`src/rtl/ssui_pkg.sv`:
```
// shared types and constants for the sorted list union and intersection block
package ssui_pkg;

    localparam int CAPACITY = 8;
    localparam int CNT_W    = $clog2(CAPACITY + 1);
    localparam int IDX_W    = (CAPACITY > 1) ? $clog2(CAPACITY) : 1;
    localparam int DATA_W   = 32;

    typedef enum logic [1:0] {
        OP_INS_A  = 2'd0,
        OP_INS_B  = 2'd1,
        OP_UNION  = 2'd2,
        OP_INTER  = 2'd3
    } t_op;

    typedef enum logic [1:0] {
        ST_ELEMENT = 2'd0,
        ST_ACCEPT  = 2'd1,
        ST_FULL    = 2'd2,
        ST_EMPTY   = 2'd3
    } t_status;

    typedef struct packed {
        logic                     we;
        logic                     sel_b;
        logic [IDX_W-1:0]         addr;
        logic signed [DATA_W-1:0] data;
    } t_wr_req;

    typedef struct packed {
        logic lt;
        logic eq;
    } t_cmp;

endpackage

```
`src/rtl/sorted_set_union_intersection_top.sv`:
```
// top level: sequencer for sorted insert, union and intersection over two lists
// Command port: a word is taken when start is high and busy is low; results come out one
// per strobe, each for a single cycle, and cannot be held off, so the receiver must take
// every strobe. Each command ends with a word that has o_last set. An insert first scans
// for its place and then shifts entries up through the single write port. A union makes
// one shared compare per cycle; an intersection walks all of list b for each entry of
// list a, since every pair goes through the same comparator. A rejected insert answers in
// the cycle after it is taken. No clearing pass after reset.
module sorted_set_union_intersection_top (
    input  logic                                i_clk,
    input  logic                                i_rst_n,
    input  logic                                start,
    output logic                                busy,
    input  logic [1:0]                          i_operation,
    input  logic signed [ssui_pkg::DATA_W-1:0]  i_value,
    output logic                                o_strobe,
    output logic signed [ssui_pkg::DATA_W-1:0]  o_result_value,
    output logic [1:0]                          o_status,
    output logic                                o_last
);

    typedef enum logic [2:0] {
        S_IDLE,
        S_SCAN,
        S_SHIFT,
        S_UNION,
        S_INTER
    } t_state;

    t_state                              r_state;
    logic                                r_sel_b;
    logic signed [ssui_pkg::DATA_W-1:0]  r_value;
    logic [ssui_pkg::CNT_W-1:0]          r_cnt_a;
    logic [ssui_pkg::CNT_W-1:0]          r_cnt_b;
    logic [ssui_pkg::CNT_W-1:0]          r_i;
    logic [ssui_pkg::CNT_W-1:0]          r_j;
    logic signed [ssui_pkg::DATA_W-1:0]  r_pend;
    logic                                r_have_pend;

    ssui_pkg::t_wr_req                   wr;
    ssui_pkg::t_cmp                      cmp;
    logic [ssui_pkg::IDX_W-1:0]          raddr_a;
    logic [ssui_pkg::IDX_W-1:0]          raddr_b;
    logic signed [ssui_pkg::DATA_W-1:0]  rdata_a;
    logic signed [ssui_pkg::DATA_W-1:0]  rdata_b;
    logic signed [ssui_pkg::DATA_W-1:0]  rdata_sel;
    logic signed [ssui_pkg::DATA_W-1:0]  cmp_x;
    logic signed [ssui_pkg::DATA_W-1:0]  cmp_y;
    logic [ssui_pkg::CNT_W-1:0]          cnt_sel;
    logic [ssui_pkg::CNT_W-1:0]          shift_src;
    logic                                a_left;
    logic                                b_left;

    // r_i holds the scan position and r_j the shift index during inserts
    assign shift_src = r_j - ssui_pkg::CNT_W'(1);
    assign cnt_sel   = r_sel_b ? r_cnt_b : r_cnt_a;
    assign a_left    = (r_i < r_cnt_a);
    assign b_left    = (r_j < r_cnt_b);

    always_comb begin
        raddr_a = r_i[ssui_pkg::IDX_W-1:0];
        raddr_b = r_j[ssui_pkg::IDX_W-1:0];
        if (r_state == S_SCAN) begin
            raddr_a = r_i[ssui_pkg::IDX_W-1:0];
            raddr_b = r_i[ssui_pkg::IDX_W-1:0];
        end else if (r_state == S_SHIFT) begin
            raddr_a = shift_src[ssui_pkg::IDX_W-1:0];
            raddr_b = shift_src[ssui_pkg::IDX_W-1:0];
        end
    end

    assign rdata_sel = r_sel_b ? rdata_b : rdata_a;
    assign cmp_x     = (r_state == S_SCAN) ? rdata_sel : rdata_a;
    assign cmp_y     = (r_state == S_SCAN) ? r_value : rdata_b;

    always_comb begin
        wr       = '0;
        wr.sel_b = r_sel_b;
        if (r_state == S_SHIFT) begin
            wr.we = 1'b1;
            if (r_j > r_i) begin
                wr.addr = r_j[ssui_pkg::IDX_W-1:0];
                wr.data = rdata_sel;
            end else begin
                wr.addr = r_i[ssui_pkg::IDX_W-1:0];
                wr.data = r_value;
            end
        end
    end

    ssui_store u_store (
        .i_clk     (i_clk),
        .i_wr      (wr),
        .i_raddr_a (raddr_a),
        .i_raddr_b (raddr_b),
        .o_rdata_a (rdata_a),
        .o_rdata_b (rdata_b)
    );

    ssui_cmp u_cmp (
        .i_x   (cmp_x),
        .i_y   (cmp_y),
        .o_res (cmp)
    );

    assign busy = (r_state != S_IDLE);

    always_ff @(posedge i_clk) begin
        if (!i_rst_n) begin
            r_state     <= S_IDLE;
            r_cnt_a     <= '0;
            r_cnt_b     <= '0;
            r_have_pend <= 1'b0;
            o_strobe    <= 1'b0;
        end else begin
            o_strobe <= 1'b0;
            unique case (r_state)
                S_IDLE: begin
                    if (start) begin
                        r_value     <= i_value;
                        r_sel_b     <= (i_operation == ssui_pkg::OP_INS_B);
                        r_i         <= '0;
                        r_j         <= '0;
                        r_have_pend <= 1'b0;
                        unique case (i_operation)
                            ssui_pkg::OP_INS_A, ssui_pkg::OP_INS_B: begin
                                if (((i_operation == ssui_pkg::OP_INS_B) ? r_cnt_b : r_cnt_a)
                                    >= ssui_pkg::CNT_W'(ssui_pkg::CAPACITY)) begin
                                    o_strobe       <= 1'b1;
                                    o_result_value <= '0;
                                    o_status       <= ssui_pkg::ST_FULL;
                                    o_last         <= 1'b1;
                                end else begin
                                    r_state <= S_SCAN;
                                end
                            end
                            ssui_pkg::OP_UNION: r_state <= S_UNION;
                            default:            r_state <= S_INTER;
                        endcase
                    end
                end
                S_SCAN: begin
                    if (r_i < cnt_sel && cmp.lt) begin
                        r_i <= r_i + ssui_pkg::CNT_W'(1);
                    end else begin
                        r_j     <= cnt_sel;
                        r_state <= S_SHIFT;
                    end
                end
                S_SHIFT: begin
                    if (r_j > r_i) begin
                        r_j <= shift_src;
                    end else begin
                        if (r_sel_b) begin
                            r_cnt_b <= r_cnt_b + ssui_pkg::CNT_W'(1);
                        end else begin
                            r_cnt_a <= r_cnt_a + ssui_pkg::CNT_W'(1);
                        end
                        o_strobe       <= 1'b1;
                        o_result_value <= '0;
                        o_status       <= ssui_pkg::ST_ACCEPT;
                        o_last         <= 1'b1;
                        r_state        <= S_IDLE;
                    end
                end
                S_UNION: begin
                    if (a_left || b_left) begin
                        if (a_left && b_left && cmp.eq) begin
                            r_j <= r_j + ssui_pkg::CNT_W'(1);
                        end else begin
                            if (a_left && (!b_left || cmp.lt)) begin
                                r_pend <= rdata_a;
                                r_i    <= r_i + ssui_pkg::CNT_W'(1);
                            end else begin
                                r_pend <= rdata_b;
                                r_j    <= r_j + ssui_pkg::CNT_W'(1);
                            end
                            r_have_pend    <= 1'b1;
                            o_strobe       <= r_have_pend;
                            o_result_value <= r_pend;
                            o_status       <= ssui_pkg::ST_ELEMENT;
                            o_last         <= 1'b0;
                        end
                    end else begin
                        o_strobe       <= 1'b1;
                        o_result_value <= r_have_pend ? r_pend : '0;
                        o_status       <= r_have_pend ? ssui_pkg::ST_ELEMENT
                                                      : ssui_pkg::ST_EMPTY;
                        o_last         <= 1'b1;
                        r_state        <= S_IDLE;
                    end
                end
                S_INTER: begin
                    if (a_left) begin
                        if (b_left) begin
                            r_j <= r_j + ssui_pkg::CNT_W'(1);
                            if (cmp.eq) begin
                                r_pend         <= rdata_a;
                                r_have_pend    <= 1'b1;
                                o_strobe       <= r_have_pend;
                                o_result_value <= r_pend;
                                o_status       <= ssui_pkg::ST_ELEMENT;
                                o_last         <= 1'b0;
                            end
                        end else begin
                            r_i <= r_i + ssui_pkg::CNT_W'(1);
                            r_j <= '0;
                        end
                    end else begin
                        o_strobe       <= 1'b1;
                        o_result_value <= r_have_pend ? r_pend : '0;
                        o_status       <= r_have_pend ? ssui_pkg::ST_ELEMENT
                                                      : ssui_pkg::ST_EMPTY;
                        o_last         <= 1'b1;
                        r_state        <= S_IDLE;
                    end
                end
                default: r_state <= S_IDLE;
            endcase
        end
    end

endmodule

```
`src/rtl/ssui_store.sv`:
```
// register files for list a and list b, one write port shared by both and one read port each
module ssui_store (
    input  logic                                  i_clk,
    input  ssui_pkg::t_wr_req                     i_wr,
    input  logic [ssui_pkg::IDX_W-1:0]            i_raddr_a,
    input  logic [ssui_pkg::IDX_W-1:0]            i_raddr_b,
    output logic signed [ssui_pkg::DATA_W-1:0]    o_rdata_a,
    output logic signed [ssui_pkg::DATA_W-1:0]    o_rdata_b
);

    logic signed [ssui_pkg::DATA_W-1:0] r_list_a [ssui_pkg::CAPACITY];
    logic signed [ssui_pkg::DATA_W-1:0] r_list_b [ssui_pkg::CAPACITY];

    always_ff @(posedge i_clk) begin
        if (i_wr.we) begin
            if (i_wr.sel_b) begin
                r_list_b[i_wr.addr] <= i_wr.data;
            end else begin
                r_list_a[i_wr.addr] <= i_wr.data;
            end
        end
    end

    assign o_rdata_a = r_list_a[i_raddr_a];
    assign o_rdata_b = r_list_b[i_raddr_b];

endmodule

```
`src/rtl/ssui_cmp.sv`:
```
// shared signed compare unit
module ssui_cmp (
    input  logic signed [ssui_pkg::DATA_W-1:0] i_x,
    input  logic signed [ssui_pkg::DATA_W-1:0] i_y,
    output ssui_pkg::t_cmp                     o_res
);

    assign o_res.lt = (i_x < i_y);
    assign o_res.eq = (i_x == i_y);

endmodule

```
`config.mk`:
```
export PLATFORM = sky130hd
export DESIGN_NAME = sorted_set_union_intersection_top
export DESIGN_NICKNAME = d
export VERILOG_FILES = /design/src/rtl/ssui_pkg.sv /design/src/rtl/sorted_set_union_intersection_top.sv /design/src/rtl/ssui_store.sv /design/src/rtl/ssui_cmp.sv
export SDC_FILE = /design/constraint.sdc
export NUM_CORES = 1
export LEC_CHECK = 0
export BUFFER_PORTS_ARGS = -buffer_cell sky130_fd_sc_hd__buf_2
export CAP_MARGIN = 20
export CORE_ASPECT_RATIO = 1.4
export CORE_MARGIN = 2
export CORE_UTILIZATION = 45
export CTS_CLUSTER_DIAMETER = 50
export DETAILED_ROUTE_END_ITERATION = 8
export GPL_TIMING_DRIVEN = 1
export SYNTH_ARGS = -nofsm -noshare
export SYNTH_HDL_FRONTEND = slang
export SYNTH_SLANG_ARGS = --single-unit
```
`constraint.sdc`:
```
create_clock -name i_clk -period 12.75 [get_ports i_clk]
set_clock_uncertainty 0.15 [all_clocks]
set_input_delay 0.6375 -clock i_clk [delete_from_list [all_inputs] [get_ports i_clk]]
set_output_delay 0.6375 -clock i_clk [all_outputs]
set_load 0.02 [all_outputs]
```
==> impl_metrics.prom, run 1 <==
# TYPE chip_impl_metric gauge
chip_impl_metric{name="first_global_vias",unit=""} 16400
chip_impl_metric{name="synth_cell_types",unit=""} 66
chip_impl_metric{name="drt-vias-per-instance",unit=""} 5.75
chip_impl_info{name="setup_repair_after_global_routing_missed_its_margin",value="no"} 1
chip_impl_metric{name="ys.warnings.count",unit=""} 0
chip_impl_metric{name="max-clock-path-buffers",unit=""} 3
chip_impl_info{name="setup.worst_path.start",value="r_state[1]$_SDFFE_PN0P_"} 1
chip_impl_metric{name="io_pins",unit=""} 74
chip_impl_metric{name="cts.sink_count",unit=""} 633
chip_impl_metric{name="tritoncts.num_buffers",unit=""} 58
chip_impl_metric{name="global_route_wire_length_before_repair",unit="um"} 107000
chip_impl_info{name="hold_path.startpoint",value="i_value[26]"} 1
chip_impl_info{name="slowest_stage",value="sky130_fd_sc_hd__inv_2"} 1
chip_impl_metric{name="critPathArrivalTime",unit="ns"} 8.27
chip_impl_info{name="run_status",value="finished clean"} 1
chip_impl_metric{name="critical_path.n_buffers_inverters",unit=""} 3
chip_impl_metric{name="max_capacitance_violation_count",unit=""} 0
chip_impl_metric{name="mappedNetlistNets",unit=""} 2048
chip_impl_info{name="synth_ff_type",value="sky130_fd_sc_hd__edfxtp_1"} 1
chip_impl_metric{name="core",unit="um2"} 61000
chip_impl_metric{name="clkLatencyLatePin",unit="ns"} 0.62
chip_impl_metric{name="start_util",unit="%"} 45.6
chip_impl_metric{name="drive_gt1_share",unit="%"} 13.2
chip_impl_info{name="startpoint_type_of_the_worst_setup_path",value="register"} 1
chip_impl_metric{name="place.detailed.instances",unit=""} 2789
chip_impl_info{name="hold_class",value="in2reg"} 1
chip_impl_metric{name="post-dp-hpwl",unit="um"} 44000
chip_impl_metric{name="synth-edff-count",unit=""} 620
chip_impl_metric{name="fin_max_slew_vios",unit=""} 0
chip_impl_metric{name="post-route-min-period",unit="ns"} 8.15
chip_impl_metric{name="reg2reg_depth",unit=""} 16
chip_impl_metric{name="relSlewSlack",unit="%"} 29.4
chip_impl_metric{name="final_cell_area",unit="um2"} 31200
chip_impl_metric{name="core.rowCount",unit=""} 107
chip_impl_metric{name="grt-ovfl-total",unit=""} 0
chip_impl_metric{name="placement.cell_area",unit="um2"} 29300
chip_impl_metric{name="synthesis.area_per_instance",unit="um2"} 14.2
chip_impl_metric{name="timing.critical_path.fanout_max",unit=""} 43
chip_impl_info{name="crit_path_cell_trace",value="or3b_1 -> inv_2 -> mux2i_1 -> nand2_1 -> buf_4 -> o22ai_1 -> a221oi_1 -> mux2i_1 -> ha_1 -> nand4_1 -> nor3_1 -> nand3_1 -> nor2_1 -> o21ai_0 -> a221oi_4 -> buf_4"} 1
chip_impl_info{name="min_delay_worst_endpoint",value="r_value[26]$_DFFE_PP_"} 1
chip_impl_metric{name="finish.net_count",unit=""} 2122
chip_impl_metric{name="non_filler_instance_count_after_layout",unit=""} 2898
chip_impl_metric{name="count_of_h_tree_levels_built_during_cts",unit=""} 2
chip_impl_metric{name="register_to_register_setup_slack",unit="ns"} 4.60
chip_impl_metric{name="setup_viol",unit=""} 0
chip_impl_metric{name="hold_path_depth",unit=""} 1
chip_impl_metric{name="routed_wl",unit="um"} 72800
chip_impl_info{name="r2r_start",value="r_state[1]$_SDFFE_PN0P_"} 1
chip_impl_metric{name="yosysSeqAreaShare",unit="%"} 67.8
chip_impl_metric{name="via_count",unit=""} 16700
chip_impl_metric{name="dr.first_iter.drc_count",unit=""} 1428
chip_impl_metric{name="ir_drop",unit="uV"} 185
chip_impl_metric{name="antenna_found_initial",unit=""} 1
chip_impl_info{name="critical_path.top_delay_family",value="simple AND/OR/NAND/NOR gates"} 1
chip_impl_metric{name="hold_buffers",unit=""} 0
chip_impl_metric{name="grt_util_all_layers",unit="%"} 22.5
chip_impl_metric{name="die-height",unit="um"} 298
chip_impl_metric{name="worst_slew_pin_slew",unit="ns"} 1.06
chip_impl_metric{name="drt-wirelength-per-cell",unit="um"} 25.1
chip_impl_metric{name="antennaDiodeCount",unit=""} 0
chip_impl_metric{name="post_cts_setup_bufs",unit=""} 0
chip_impl_metric{name="final.fill_count",unit=""} 5089
chip_impl_metric{name="max_stage_delay",unit="ns"} 0.82
chip_impl_metric{name="max_freq",unit="MHz"} 123
chip_impl_metric{name="post-place-ws",unit="ns"} 4.64
chip_impl_metric{name="pin_count_of_the_biggest_net_entering_global_routing",unit=""} 73
chip_impl_info{name="critical_path.reg2reg.endpoint",value="o_result_value[2]$_DFFE_PP_"} 1
chip_impl_metric{name="drt_pass1_iterations",unit=""} 7
chip_impl_metric{name="synth-async-reset-ratio",unit="%"} 0
chip_impl_info{name="tritoncts_clock_tree",value="done"} 1
chip_impl_info{name="clock_tree_root_driver_cell",value="sky130_fd_sc_hd__clkbuf_16"} 1
chip_impl_metric{name="antenna_violating_nets_post_route",unit=""} 0
chip_impl_metric{name="worst-endpoint-required",unit="ns"} 12.87
chip_impl_metric{name="drc",unit=""} 0
chip_impl_metric{name="port_buffers",unit=""} 73
chip_impl_metric{name="gp_routability_congestion",unit=""} 0.848
chip_impl_metric{name="layout_setup_ws",unit="ns"} 4.60
chip_impl_metric{name="area_growth",unit="%"} 12.1
chip_impl_metric{name="clk_slew_on_worst_s_h_paths",unit="ns"} 0.07
chip_impl_metric{name="postSynthCellCount",unit=""} 1960
chip_impl_metric{name="power_density",unit="nW/um2"} 267
chip_impl_metric{name="finalCritPeriodShare",unit="%"} 64.0
chip_impl_metric{name="synthesis.area",unit="um2"} 27900
chip_impl_info{name="timing.critical_path.to_type",value="register"} 1
chip_impl_metric{name="ys_ff_latch",unit=""} 633
chip_impl_metric{name="die_w",unit="um"} 214
chip_impl_metric{name="setup_total_negative_slack",unit="ns"} 0
chip_impl_metric{name="fin_worst_hold_slack",unit="ns"} 0.0413
chip_impl_metric{name="die_area",unit="um2"} 63900
chip_impl_metric{name="ctsResizeCount",unit=""} 0
chip_impl_info{name="critPathKind",value="reg2reg"} 1
chip_impl_metric{name="p_leak",unit="nW"} 11.5
chip_impl_metric{name="timing.final.hold_violations",unit=""} 0
[where the power goes]
part / internal [mW] / leakage [nW] / switching [mW]
sequential: 2.61 / 5.82 / 0.0824
clock: 1.02 / 0.942 / 0.759
combinational: 1.41 / 4.72 / 2.46
[cell type report]
| cell class | instances | area, um2 | share of cell area (%) |
|---|---|---|---|
| timing repair buffer | 119 | 751 | 2.40 |
| clock inverter | 36 | 398 | 1.27 |
| clock buffer | 71 | 1540 | 4.94 |
| tap | 817 | 1020 | 3.27 |
| multi-input combinational | 1198 | 8550 | 27.4 |
| sequential | 633 | 18900 | 60.5 |
| inverter | 24 | 90.1 | 0.288 |
[cell families after synthesis]
| kind of cell | synth area share [%] |
|---|---|
| muxes | 13.3 |
| DFF | 67.8 |
| and+or+nand+nor | 8.91 |
| adders and majority gates | 2.29 |
| AOI/OAI and AO/OA | 5.02 |
| xor gates and xnor gates | 0.377 |
| buffers and inverters | 2.34 |
[how the worst max path moves through the flow]
stage                                       end  slack [ns]  cells after the start
CTS                         r_pend[1]$_DFFE_PP_        4.62                     20
global route        o_result_value[2]$_DFFE_PP_        4.35                     16
detailed placement          r_pend[1]$_DFFE_PP_        4.64                     20
global placement            r_pend[7]$_DFFE_PP_        4.82                     20
finish              o_result_value[2]$_DFFE_PP_        4.60                     16
floorplan                      o_last$_DFFE_PP_        5.50                     19
[flip-flops by register name, summed over array words and instances (netlist names), 4 cells and up]
register          count
r_i                   4
r_pend               32
r_value              32
r_j                   4
o_result_value       32
r_cnt_a               4
u_store.r_list_b    256
r_cnt_b               4
u_store.r_list_a    256
[through the flow]
stage	total power, mW	util, %
6_report	8.34	51.2
5_1_grt	8.80	51.2
4_1_cts	8.37	51.1
3_5_place_dp	6.58	47.9
3_3_place_gp	6.50	47.9
2_1_floorplan	5.54	-
[cell usage in the layout (no fill, tap or decap), drive strengths merged, types with 36 or more instances in the layout]
cell type	count
a21oi	37
and2	43
buf	119
clkbuf	71
edfxtp	620
ha	51
mux2i	350
nand2	350
nand3	76
nor2	53
o21ai	55
o22ai	36
[synth_stat cells (4+ instances only)]
master | number | share of area (%)
sky130_fd_sc_hd__buf_4 | 11 | 0.30
sky130_fd_sc_hd__dfxtp_1 | 13 | 0.93
sky130_fd_sc_hd__a21oi_1 | 33 | 0.59
sky130_fd_sc_hd__o21ai_0 | 22 | 0.40
sky130_fd_sc_hd__o21ai_1 | 33 | 0.59
sky130_fd_sc_hd__nor4_1 | 4 | 0.090
sky130_fd_sc_hd__edfxtp_1 | 620 | 67
sky130_fd_sc_hd__ha_1 | 51 | 2.3
sky130_fd_sc_hd__and2_1 | 42 | 0.94
sky130_fd_sc_hd__mux2i_2 | 22 | 1.1
sky130_fd_sc_hd__a21o_1 | 5 | 0.13
sky130_fd_sc_hd__and3_1 | 5 | 0.11
sky130_fd_sc_hd__nand2_1 | 350 | 4.7
sky130_fd_sc_hd__clkbuf_1 | 41 | 0.55
sky130_fd_sc_hd__a221oi_1 | 33 | 1.0
sky130_fd_sc_hd__nor3_1 | 13 | 0.23
sky130_fd_sc_hd__buf_6 | 11 | 0.44
sky130_fd_sc_hd__xnor2_1 | 9 | 0.28
sky130_fd_sc_hd__mux2i_4 | 8 | 0.65
sky130_fd_sc_hd__nand4_1 | 9 | 0.20
sky130_fd_sc_hd__a211oi_1 | 6 | 0.16
sky130_fd_sc_hd__mux2i_1 | 320 | 12
sky130_fd_sc_hd__o21a_1 | 5 | 0.13
sky130_fd_sc_hd__a31oi_1 | 5 | 0.11
sky130_fd_sc_hd__inv_1 | 22 | 0.30
sky130_fd_sc_hd__a21oi_2 | 4 | 0.13
sky130_fd_sc_hd__buf_2 | 35 | 0.63
sky130_fd_sc_hd__o22ai_1 | 36 | 0.81
sky130_fd_sc_hd__buf_1 | 7 | 0.094
sky130_fd_sc_hd__nor2_1 | 53 | 0.71
sky130_fd_sc_hd__nor2b_1 | 5 | 0.11
sky130_fd_sc_hd__nand3_1 | 76 | 1.4
[per-layer routing]
| metal | GRT usage, % | vias to the layer above | part of all wire, % |
|---|---|---|---|
| met1 | 28.0 | 8411 | 40 |
| met3 | 2.74 | 148 | 4.7 |
| met5 | 0 | - | 0 |
| li1 | - | 7531 | - |
| met4 | 9.62 | 0 | 4.1 |
| met2 | 39.7 | 570 | 51 |
Note: power is estimated with default switching activity, not from simulation.
==> run 2, diff against run 1 <==
--- a/config.mk
+++ b/config.mk
@@ -5,6 +5,7 @@
 export SDC_FILE = /design/constraint.sdc
 export NUM_CORES = 1
 export LEC_CHECK = 0
+export ABC_AREA = 1
 export BUFFER_PORTS_ARGS = -buffer_cell sky130_fd_sc_hd__buf_2
 export CAP_MARGIN = 20
 export CORE_ASPECT_RATIO = 1.4
==> constraint.sdc (replaced) <==
create_clock -name i_clk -period 7.95 [get_ports i_clk]
set_clock_uncertainty 0.15 [all_clocks]
set_input_delay 0.3975 -clock i_clk [delete_from_list [all_inputs] [get_ports i_clk]]
set_output_delay 0.3975 -clock i_clk [all_outputs]
set_load 0.02 [all_outputs]
==> run 2 against run 1 <==
  * Routed wire length up 4.9%
  * Synthesized cell count is 33% higher
  * Sequential power grew 64%
  * Final cell count up 22%
  * Design area increased by 2.8%
  * Synthesized area increased by 1.7%
  * Largest cell class unchanged
  * Largest power group unchanged
==> impl_metrics.prom, run 2 <==
# TYPE chip_impl_metric gauge
chip_impl_metric{name="mappedNetlistNets",unit=""} 2692
chip_impl_metric{name="pwr-share-comb",unit="%"} 49.0
chip_impl_info{name="clock_tree_root_driver_cell",value="sky130_fd_sc_hd__clkbuf_16"} 1
chip_impl_metric{name="clkLatencyLatePin",unit="ns"} 0.64
chip_impl_metric{name="max_freq",unit="MHz"} 177
chip_impl_metric{name="pin_count_of_the_biggest_net_entering_global_routing",unit=""} 130
chip_impl_metric{name="drt_pass1_iterations",unit=""} 6
chip_impl_metric{name="die_area",unit="um2"} 65000
chip_impl_metric{name="clk_slew_on_worst_s_h_paths",unit="ns"} 0.07
chip_impl_info{name="synth_area_leader",value="sky130_fd_sc_hd__edfxtp_1"} 1
chip_impl_metric{name="finalCritPeriodShare",unit="%"} 71.0
chip_impl_info{name="ys_top_cells_by_count",value="sky130_fd_sc_hd__edfxtp_1, sky130_fd_sc_hd__nand2_1, sky130_fd_sc_hd__inv_1"} 1
chip_impl_metric{name="timing.final.hold_violations",unit=""} 0
chip_impl_metric{name="power.switching_fraction",unit="%"} 44.1
chip_impl_metric{name="worst-endpoint-required",unit="ns"} 8.07
chip_impl_metric{name="antennaDiodeCount",unit=""} 0
chip_impl_metric{name="synth-edff-count",unit=""} 620
chip_impl_metric{name="routedLengthMet1",unit="um"} 29700
chip_impl_metric{name="setup_viol",unit=""} 0
chip_impl_metric{name="relSlewSlack",unit="%"} 23.4
chip_impl_metric{name="max_capacitance_violation_count",unit=""} 0
chip_impl_info{name="run_status",value="finished clean"} 1
chip_impl_metric{name="post-dp-hpwl",unit="um"} 45200
chip_impl_info{name="min_delay_worst_endpoint",value="r_state[2]$_SDFFE_PN0P_"} 1
chip_impl_metric{name="core.rowCount",unit=""} 108
chip_impl_metric{name="hold_buffers",unit=""} 34
chip_impl_metric{name="internal_power",unit="mW"} 8.22
chip_impl_metric{name="seqPwrFrac",unit="%"} 30.0
chip_impl_metric{name="reg2reg_depth",unit=""} 25
chip_impl_info{name="hold_path.startpoint",value="i_operation[1]"} 1
chip_impl_metric{name="synthesis.area_per_instance",unit="um2"} 10.9
chip_impl_metric{name="gp_routability_congestion",unit=""} 0.916
chip_impl_metric{name="antenna_found_initial",unit=""} 0
chip_impl_metric{name="yosysSeqAreaShare",unit="%"} 66.7
chip_impl_metric{name="drive_gt1_share",unit="%"} 10.3
chip_impl_info{name="setup.worst_path.start",value="r_j[0]$_DFFE_PP_"} 1
chip_impl_metric{name="ir_drop",unit="uV"} 398
chip_impl_metric{name="count_of_h_tree_levels_built_during_cts",unit=""} 2
chip_impl_info{name="timing.critical_path.mode_cell",value="sky130_fd_sc_hd__nand2_1"} 1
chip_impl_metric{name="antenna_violating_nets_post_route",unit=""} 0
chip_impl_metric{name="register_to_register_setup_slack",unit="ns"} 2.30
chip_impl_metric{name="post-route-min-period",unit="ns"} 5.65
chip_impl_metric{name="first_global_vias",unit=""} 19200
chip_impl_metric{name="die-height",unit="um"} 301
chip_impl_metric{name="fin_worst_hold_slack",unit="ns"} 0.0467
chip_impl_metric{name="placement.cell_area",unit="um2"} 29600
chip_impl_info{name="layout.cells.most_common_list",value="sky130_fd_sc_hd__edfxtp_1, sky130_fd_sc_hd__nand2_1, sky130_fd_sc_hd__inv_1"} 1
chip_impl_info{name="r2r_start",value="r_j[0]$_DFFE_PP_"} 1
chip_impl_info{name="layout_top_registers",value="u_store.r_list_a x256, u_store.r_list_b x256"} 1
chip_impl_metric{name="p_leak",unit="nW"} 12.2
chip_impl_metric{name="tritoncts.num_buffers",unit=""} 59
chip_impl_info{name="critical_path.top_delay_family",value="compound AO/OA/AOI/OAI gates"} 1
chip_impl_info{name="synth_top_cells_by_area",value="sky130_fd_sc_hd__edfxtp_1, sky130_fd_sc_hd__nand2_1, sky130_fd_sc_hd__o211ai_1"} 1
chip_impl_metric{name="cts.sink_count",unit=""} 633
chip_impl_metric{name="grt_util_all_layers",unit="%"} 23.4
chip_impl_metric{name="core",unit="um2"} 62200
chip_impl_info{name="timing.critical_path.to_type",value="register"} 1
chip_impl_info{name="synth_ff_type",value="sky130_fd_sc_hd__edfxtp_1"} 1
chip_impl_metric{name="max-clock-path-buffers",unit=""} 3
chip_impl_metric{name="met2_wirelength",unit="um"} 38000
chip_impl_metric{name="post_cts_setup_bufs",unit=""} 0
chip_impl_info{name="yosys.cell_count.top_type",value="sky130_fd_sc_hd__edfxtp_1"} 1
chip_impl_metric{name="drc",unit=""} 0
chip_impl_metric{name="power_density",unit="nW/um2"} 458
chip_impl_metric{name="post-place-ws",unit="ns"} 1.89
chip_impl_info{name="commonest_non_fill_non_tap_cell_in_the_layout",value="sky130_fd_sc_hd__edfxtp_1"} 1
chip_impl_metric{name="fin_max_slew_vios",unit=""} 0
chip_impl_metric{name="clkPwrFrac",unit="%"} 21.0
chip_impl_metric{name="synth_cell_types",unit=""} 37
chip_impl_metric{name="ctsResizeCount",unit=""} 0
chip_impl_info{name="dr.max_layer_used",value="met4"} 1
chip_impl_metric{name="routed_wl",unit="um"} 76400
chip_impl_metric{name="postSynthCellCount",unit=""} 2604
chip_impl_metric{name="post_synth_top_area_share",unit="%"} 65.7
chip_impl_metric{name="sw_power",unit="mW"} 6.48
chip_impl_metric{name="layout_setup_ws",unit="ns"} 2.30
chip_impl_metric{name="critPathArrivalTime",unit="ns"} 5.76
chip_impl_info{name="setup_repair_after_global_routing_missed_its_margin",value="no"} 1
chip_impl_metric{name="finish.net_count",unit=""} 2758
chip_impl_metric{name="setup_total_negative_slack",unit="ns"} 0
chip_impl_metric{name="drt-wirelength-per-cell",unit="um"} 21.6
chip_impl_metric{name="hold_path_depth",unit=""} 5
chip_impl_info{name="startpoint_type_of_the_worst_setup_path",value="register"} 1
chip_impl_metric{name="ys.warnings.count",unit=""} 0
chip_impl_metric{name="grt-ovfl-total",unit=""} 0
chip_impl_metric{name="global_route_wire_length_before_repair",unit="um"} 114000
chip_impl_metric{name="port_buffers",unit=""} 73
chip_impl_metric{name="io_pins",unit=""} 74
chip_impl_metric{name="max_stage_delay",unit="ns"} 0.60
chip_impl_metric{name="via_count",unit=""} 19800
chip_impl_info{name="hold_class",value="in2reg"} 1
chip_impl_metric{name="die_w",unit="um"} 216
chip_impl_metric{name="ys_ff_latch",unit=""} 633
chip_impl_metric{name="critical_path.n_buffers_inverters",unit=""} 3
chip_impl_metric{name="total_power",unit="mW"} 14.7
chip_impl_info{name="slowest_stage",value="sky130_fd_sc_hd__buf_4"} 1
chip_impl_metric{name="timing.critical_path.fanout_max",unit=""} 46
chip_impl_metric{name="drt-vias-per-instance",unit=""} 5.57
chip_impl_metric{name="area_growth",unit="%"} 13.3
chip_impl_metric{name="final_cell_area",unit="um2"} 32100
chip_impl_metric{name="start_util",unit="%"} 45.6
chip_impl_info{name="critical_path.reg2reg.endpoint",value="r_i[2]$_SDFFCE_PN0P_"} 1
chip_impl_metric{name="dr.first_iter.drc_count",unit=""} 1907
chip_impl_metric{name="synth-async-reset-ratio",unit="%"} 0
chip_impl_metric{name="synthesis.area",unit="um2"} 28300
chip_impl_metric{name="met3RoutedLength",unit="um"} 4950
chip_impl_info{name="critPathKind",value="reg2reg"} 1
chip_impl_metric{name="worst_slew_pin_slew",unit="ns"} 1.15
chip_impl_info{name="tritoncts_clock_tree",value="done"} 1
==> run 2: worst min-delay path: cells and delay by family <==
family        cells  cell delay [ns]
buf+inv           1             0.13
simple gates      4             0.27
==> run 2: layout make-up <==
class	instances	area, um2
tap	825	1030
clock inverter	42	576
multi-input combinational	1557	7960
inverter	268	1010
timing repair buffer	151	1100
sequential	633	18900
fill	5335	30100
clock buffer	68	1550
==> run 2: worst max-delay path by stage <==
stage,endpoint,cells past startpoint
3_3_place_gp,r_pend[8]$_DFFE_PP_,27
2_1_floorplan,r_pend[0]$_DFFE_PP_,27
4_1_cts,r_pend[22]$_DFFE_PP_,27
6_report,r_i[2]$_SDFFCE_PN0P_,25
3_5_place_dp,r_pend[10]$_DFFE_PP_,27
5_1_grt,r_pend[0]$_DFFE_PP_,28
==> run 2: stage by stage <==
| stage | util [%] | cells |
|---|---|---|
| 6_report | 51.6 | 3544 |
| 5_1_grt | 51.6 | 3544 |
| 4_1_cts | 51.5 | 3539 |
| 3_5_place_dp | 47.6 | 3395 |
| 3_3_place_gp | 47.6 | 3395 |
| 2_1_floorplan | - | 2604 |
==> run 2: kinds of logic (layout without fill, tap and decap cells) <==
kind of cell	after synthesis	in the layout	share of synthesized area, %
AO/OA/AOI/OAI	509	509	10.6
XOR/XNOR	5	5	0.155
adder cells (fa/ha/maj)	51	51	2.25
buffers and inverters	414	529	5.99
flip-flops	633	633	66.7
AND/OR/NAND/NOR	992	992	14.4
==> run 2: power groups by stage <==
stage | Sequential [mW] | Clock, mW | Combinational (mW)
floorplan | 4.48 | 0 | 4.98
global placement | 4.48 | 0 | 6.93
detailed placement | 4.48 | 0 | 7.09
CTS | 4.42 | 3.14 | 7.14
global route | 4.43 | 3.26 | 7.99
finish | 4.41 | 3.09 | 7.20
==> run 2: layer usage <==
| layer | global-route usage (%) | up-vias |
|---|---|---|
| met5 | 0 | - |
| met4 | 11.8 | 0 |
| met3 | 3.00 | 196 |
| met2 | 40.9 | 754 |
| met1 | 28.7 | 9552 |
| li1 | - | 9254 |
